==> config.mk <==
export PLATFORM = sky130hd
export DESIGN_NAME = fsqa_steer
export DESIGN_NICKNAME = d
export VERILOG_FILES = /design/src/sv/fsqa_pkg.sv /design/src/sv/fsqa_steer.sv
export SDC_FILE = /design/constraint.sdc
export NUM_CORES = 1
export LEC_CHECK = 0
export ABC_AREA = 1
export ABC_CLOCK_PERIOD_IN_PS = 5000
export BUFFER_PORTS_ARGS = -buffer_cell sky130_fd_sc_hd__clkbuf_2
export CORE_MARGIN = 10
export CORE_UTILIZATION = 58
export CTS_CLUSTER_SIZE = 28
export DETAILED_ROUTE_END_ITERATION = 8
export PLACE_DENSITY_LB_ADDON = 0.1
export SETUP_SLACK_MARGIN = 0.3
export SLEW_MARGIN = 20
export SYNTH_ARGS = -nofsm -noshare
export SYNTH_HDL_FRONTEND = slang
export SYNTH_SLANG_ARGS = --single-unit
==> constraint.sdc <==
create_clock -name clk_i -period 5 [get_ports clk_i]
set_clock_uncertainty 0.1 [all_clocks]
set_input_delay 0.75 -clock clk_i [delete_from_list [all_inputs] [get_ports clk_i]]
set_output_delay 0.75 -clock clk_i [all_outputs]
set_load 0.02 [all_outputs]
==> src/sv/fsqa_pkg.sv <==
// ----------------------------------------------------------------------------
// fsqa_pkg
// types and constants shared by the flow steering and admission block
// ----------------------------------------------------------------------------
package fsqa_pkg;

  // queue array dimensions
  localparam int unsigned MAX_WORKERS   = 8;
  localparam int unsigned NUM_PROTOCOLS = 32;

  typedef enum logic [1:0] {
    OP_ARRIVE = 2'd0,
    OP_DRAIN  = 2'd1,
    OP_IDLE   = 2'd2,
    OP_STATS  = 2'd3
  } opcode_e;

  typedef enum logic [2:0] {
    ST_DIRECT  = 3'd0,
    ST_QUEUED  = 3'd1,
    ST_DROPPED = 3'd2,
    ST_DRAINED = 3'd3,
    ST_IDLE    = 3'd4,
    ST_STATS   = 3'd5
  } status_e;

  typedef enum logic [1:0] {
    CFG_DIRECT = 2'd0,
    CFG_WORKERS = 2'd1,
    CFG_LIMIT  = 2'd2
  } cfg_index_e;

  typedef enum logic [1:0] {
    S_IDLE,
    S_STEER,
    S_READ,
    S_OUT
  } state_e;

  typedef struct packed {
    logic [1:0]  opcode;
    logic [4:0]  protocol;
    logic [31:0] source_id;
    logic [31:0] flow_id;
    logic        flow_valid;
    logic [2:0]  current_worker;
    logic [2:0]  target_worker;
  } req_t;

  typedef struct packed {
    logic [2:0]  status;
    logic [2:0]  worker_index;
    logic        signal_wakeup;
    logic [15:0] queue_length;
    logic [15:0] watermark;
    logic [31:0] dispatched_count;
    logic [31:0] dropped_count;
    logic [31:0] queued_count;
    logic [31:0] handled_count;
    logic [20:0] pending_total;
  } rsp_t;

  // one queue entry of the counter memory
  typedef struct packed {
    logic [15:0] occ;
    logic [15:0] mark;
    logic [31:0] disp;
    logic [31:0] drop;
    logic [31:0] enq;
    logic [31:0] hand;
  } entry_t;

endpackage

==> src/sv/fsqa_steer.sv <==
// ----------------------------------------------------------------------------
// fsqa_steer
// picks the worker: key modulo worker count, one bit of the key per step
// ----------------------------------------------------------------------------
module fsqa_steer (
  input  logic        clk_i,
  input  logic        rst_ni,
  input  logic        start_i,
  input  logic [31:0] key_i,
  input  logic [3:0]  count_i,
  output logic        done_o,
  output logic [2:0]  worker_o
);
  import fsqa_pkg::*;

  logic [31:0] key_q, key_d;
  logic [3:0]  rem_q, rem_d;
  logic [5:0]  cnt_q, cnt_d;
  logic        busy_q, busy_d;
  logic [4:0]  trial;

  // restoring remainder, msb first
  always_comb begin
    key_d  = key_q;
    rem_d  = rem_q;
    cnt_d  = cnt_q;
    busy_d = busy_q;
    trial  = {rem_q, key_q[31]};
    if (start_i) begin
      key_d  = key_i;
      rem_d  = '0;
      cnt_d  = 6'd32;
      busy_d = 1'b1;
    end else if (busy_q) begin
      key_d = {key_q[30:0], 1'b0};
      if (trial >= {1'b0, count_i}) rem_d = 4'(trial - {1'b0, count_i});
      else rem_d = trial[3:0];
      cnt_d = cnt_q - 6'd1;
      if (cnt_q == 6'd1) busy_d = 1'b0;
    end
  end

  always_ff @(posedge clk_i or negedge rst_ni) begin
    if (!rst_ni) begin
      busy_q <= 1'b0;
      cnt_q  <= '0;
    end else begin
      busy_q <= busy_d;
      cnt_q  <= cnt_d;
    end
  end

  always_ff @(posedge clk_i) begin
    key_q <= key_d;
    rem_q <= rem_d;
  end

  assign done_o   = busy_q && (cnt_q == 6'd1) && !start_i;
  assign worker_o = rem_d[2:0];
endmodule

== Word-level counts from Yosys, hierarchy flattened ==
Index checks and enable logic that the tools add are counted.

* Eq/ne operators: 1
* Reductions and logical operators: 4
* Mux-type cells: 10
* $add $sub $neg: 2
* $lt $le $gt $ge: 1

{| class="wikitable"
|+ Operators with widths
! cell !! count
|-
| two-way mux 32 bit || 2
|-
| two-way mux 6 bit || 2
|-
| equality test 6 x 1 -> 1 bit (second input constant) || 1
|-
| two-way mux 3 bit || 2
|-
| subtractor 6 x 1 -> 6 bit (second input constant) || 1
|-
| >= comparator 5 x 4 -> 1 bit || 1
|-
| two-way mux 4 bit || 1
|-
| subtractor 4 bit || 1
|-
| two-way mux 1 bit || 3
|-
| logical AND 1 bit || 2
|-
| nonzero test 2 bit || 1
|-
| logical NOT 1 bit || 1
|}

* Flip-flop bits (word level): 43
* Output and inout bits: 4
* Input port bits: 39

== Longest topological paths before layout ==
* Word-level depth: 4
* Depth in mapped cells: 11
* Mapped depth without buffers: 11

== Worst setup path after synthesis ==
OpenSTA, ideal clock, no wires.

* Kind: in2out
* Start: input count_i[2]
* End: output worker_o[1]
* Stages: 9
* Data arrival time: 1900 ps
* Required time: 4150 ps
* Path slack: 2250 ps
* Cell sequence: inv_1 > ha_1 > a21oi_2 > nand2_2 > nand2_4 > nand3_1 > nand2_1 > nor2_1 > nor2_1

* Longest elaborated chain between the ends: 4

{| class="wikitable"
|+ Ends and longest elaborated chain
! what !! RTL line !! RTL
|-
| start, declared || fsqa_steer.sv:10 || <nowiki>input logic [3:0] count_i,</nowiki>
|-
| >= comparator 5 x 4 -> 1 bit || fsqa_steer.sv:36 || <nowiki>if (trial >= {1'b0, count_i}) rem_d = 4'(trial - {1'b0, count_i});</nowiki>
|-
| two-way mux 4 bit || fsqa_steer.sv:36 ||
|-
| two-way mux 3 bit || fsqa_steer.sv:34 || <nowiki>end else if (busy_q) begin</nowiki>
|-
| two-way mux 3 bit || fsqa_steer.sv:29 || <nowiki>if (start_i) begin</nowiki>
|-
| end, declared || fsqa_steer.sv:12 || <nowiki>output logic [2:0] worker_o</nowiki>
|}

No other way between the ends.

== Worst setup path after layout ==
* Start: input start_i
* End: output worker_o[1]

* Longest elaborated chain between the ends: 1

{| class="wikitable"
|+ Ends and longest elaborated chain
! what !! RTL line !! RTL
|-
| start, declared || fsqa_steer.sv:8 || <nowiki>input logic start_i,</nowiki>
|-
| two-way mux 3 bit || fsqa_steer.sv:29 ||
|}

No other way between the ends.

==> summary.md <==
| Metric | Value |
|---|---|
| GRT overflow | `0` |
| GR Layer Usage met2 | `20.9%` |
| CTS Root Cell | `clkbuf_4` |
| CTS Sinks | `43` |
| Post-synth net total | `276` |
| Pre-Repair DR Iteration Count | `4` |
| DIE AREA | `6410 sq um` |
| Overall routing resource usage | `12.3%` |
| DP HPWL | `2700 um` |
| Initial Util | `61.2%` |
| Synthesized area per cell | `9.09 sq um` |
| Startpoint Class | `input port` |
| CP arrival | `2.23 ns` |
| R2r startpoint | `busy_q` |
| Cts hold-fix bufs | `0` |
| 1st-iter DRT viols | `145` |
| Fill cell count | `302` |
| First-pass GRT wire length | `6420 um` |
| Final hold slack | `0.118 ns` |
| F_max | `324 MHz` |
| Detailed Route WL | `3690 um` |
| Share of layout cells above drive strength 1 | `22.1%` |
| Max-Slew Margin vs Limit | `52.8%` |
| Final hold violation count | `0` |
| Met1 usage | `14.1%` |
| PwrDens | `365 nW/um^2` |
| Commonest cells after routing, fill and taps aside | `nand2_1 (114), clkbuf_2 (42), edfxtp_1 (32)` |
| CORE AREA | `3420 sq um` |
| I/O pin cnt | `43` |
| Sequential element share of the synthesized area | `58.2%` |
| #FFs+latches synth | `43` |
| Cells after DPL | `311` |
| DP Worst Slack | `1.87 ns` |
| Post-Syn Instances | `230` |
| Fin cells | `318` |
| Setup crit end kind | `output port` |
| Final core utilization | `69.4%` |
| Most common cell after layout, fill and taps aside | `nand2_1` |
| Vias in the first global route | `1537` |
| # nets final | `318` |
| Async S/R FF share, synth | `16.3%` |
| Synth Warn # | `0` |
| Via count | `1543` |
| Setup Viol. Count Final | `0` |
| Clock Tree Buf Depth | `2` |
| Post-cts sizing count | `0` |
| Worst setup path class | `input port to output port` |
| Flop2flop setup slack | `3.37 ns` |
| Met3 Use GR | `4.95%` |
| Drt wl/cell | `11.6 um` |
| Area grow syn2layout | `13.3%` |
| Leak Pwr | `0.00124 uW` |
| CP Launch Point | `start_i` |
| Worst Path Max Fanout | `37` |
| Worst-path clk slew | `0.11 ns` |
| Diodes inserted | `0` |
| Largest net degree at the start of global routing | `38` |
| I/O Buffers | `42` |
| Max cap viols | `0` |
| RePlAce Congestion | `0.851` |
| Gr busiest metal | `met2` |
| Min Tclk post-route | `3.08 ns` |
| Max-slew violations | `0` |
| Post-synth EDFFs | `32` |
| Slew @ Worst Pin | `0.707 ns` |
| DRC violations left | `0` |
| Tcrit/Tclk final | `61.7%` |
| Post CTS Setup Buffer Count | `0` |
| Worst Hold Class | `input port to asynchronous set/reset pin` |
| Synth cell types | `26` |
| CTS buffer count | `5` |
| Initial antenna violation count | `0` |
| Die Ht | `80.0 um` |
| ANT nets after route | `0` |
| # rows | `21` |
| Worst setup endpoint | `worker_o[1]` |
| PnR worst setup slack | `1.92 ns` |
| RSZ-0062 raised after global routing | `false` |
| Depth of the CTS H-tree | `2` |
| RR Endpoint | `key_q[31]` |
| Reg2Reg Depth | `2` |
| Top FF cell, synth | `edfxtp_1` |
| Die width | `80.0 um` |
| Status | `finished, final reports clean` |
| CTS tree | `built` |
| Setup_tns | `0 ns` |
| Vias/cell | `4.85` |
| Crit path required time | `4.15 ns` |
| Synth Cell Area | `2090 sq um` |
| Worst VDD drop | `0.000221 V` |
| Worst skew pair latency | `0.35 ns` |
## Yosys cell counts (2+ instances only)
library cell	n	share of area, %
nand2_1	114	20
edfxtp_1	32	46
inv_1	18	3.2
buf_2	7	1.7
dfrtp_1	7	8.4
ha_1	6	3.6
nor2_1	6	1.1
nand3_1	5	1.2
a21oi_1	4	0.96
dfxtp_1	4	3.8
nand2_2	4	1.2
o21ai_0	4	0.96
nand3b_1	3	1.1
a21oi_2	2	0.84
inv_2	2	0.36
nor3_1	2	0.48
## worst max-delay path, cell delays in order
cell      delay [ns]
clkbuf_2        0.40
inv_2           0.57
o21ai_0         0.16
nor2_1          0.15
clkbuf_2        0.18
## stage by stage
| step | area (sq um) | total power (uW) |
|---|---|---|
| 5_1_grt | 2370 | 933 |
| 2_1_floorplan | 2090 | 661 |
| 3_5_place_dp | 2320 | 723 |
| 6_report | 2370 | 865 |
| 3_3_place_gp | 2320 | 717 |
| 4_1_cts | 2370 | 877 |
## power by group
group | switching, uW | internal, uW
sequential | 28.4 | 440
combinational | 145 | 97.8
clock | 104 | 49.9
total | 277 | 588
## layout make-up
| cell class | count | area, sq um | area share [%] |
|---|---|---|---|
| clock buffers | 5 | 37.5 | 1.58 |
| clock inverters | 2 | 8.76 | 0.370 |
| inverters | 21 | 78.8 | 3.33 |
| multi-input cells | 159 | 761 | 32.1 |
| flip-flops and latches | 43 | 1220 | 51.3 |
| well taps | 46 | 57.6 | 2.43 |
| repair buffers | 42 | 210 | 8.87 |
## state kept, by name, summed over array words and instances (netlist names)
name and count:
cnt_q 6, busy_q 1, key_q 32, rem_q 4
## worst min-delay path by stage
stage                   from        to  slack, ns  depth (start not counted)
detailed placement  cnt_q[3]  cnt_q[3]       0.36                          1
finish                rst_ni  cnt_q[2]       0.12                          1
CTS                   rst_ni    busy_q       0.11                          1
global route          rst_ni    busy_q        0.1                          1
global placement    cnt_q[2]  cnt_q[2]       0.35                          1
floorplan           cnt_q[2]  cnt_q[2]       0.33                          1
## cells by family (layout without fill, tap and decap cells)
| kind of cell | Yosys count | count (layout) | share of synthesized area, % |
|---|---|---|---|
| compound gates | 12 | 12 | 3.29 |
| xor+xnor | 1 | 1 | 0.419 |
| fa+ha+maj | 7 | 7 | 4.55 |
| buf+inv | 28 | 70 | 5.45 |
| flops | 43 | 43 | 58.2 |
| simple gates | 139 | 139 | 28.1 |
## per-layer routing
layer	wire (um)	part of all wire (%)	vias to the layer above
li1	-	-	813
met3	198	5.4	5
met1	1670	45	693
met4	36	0.98	0
met2	1790	48	32
met5	0	0	-
Power figures use the tool's default switching activity.
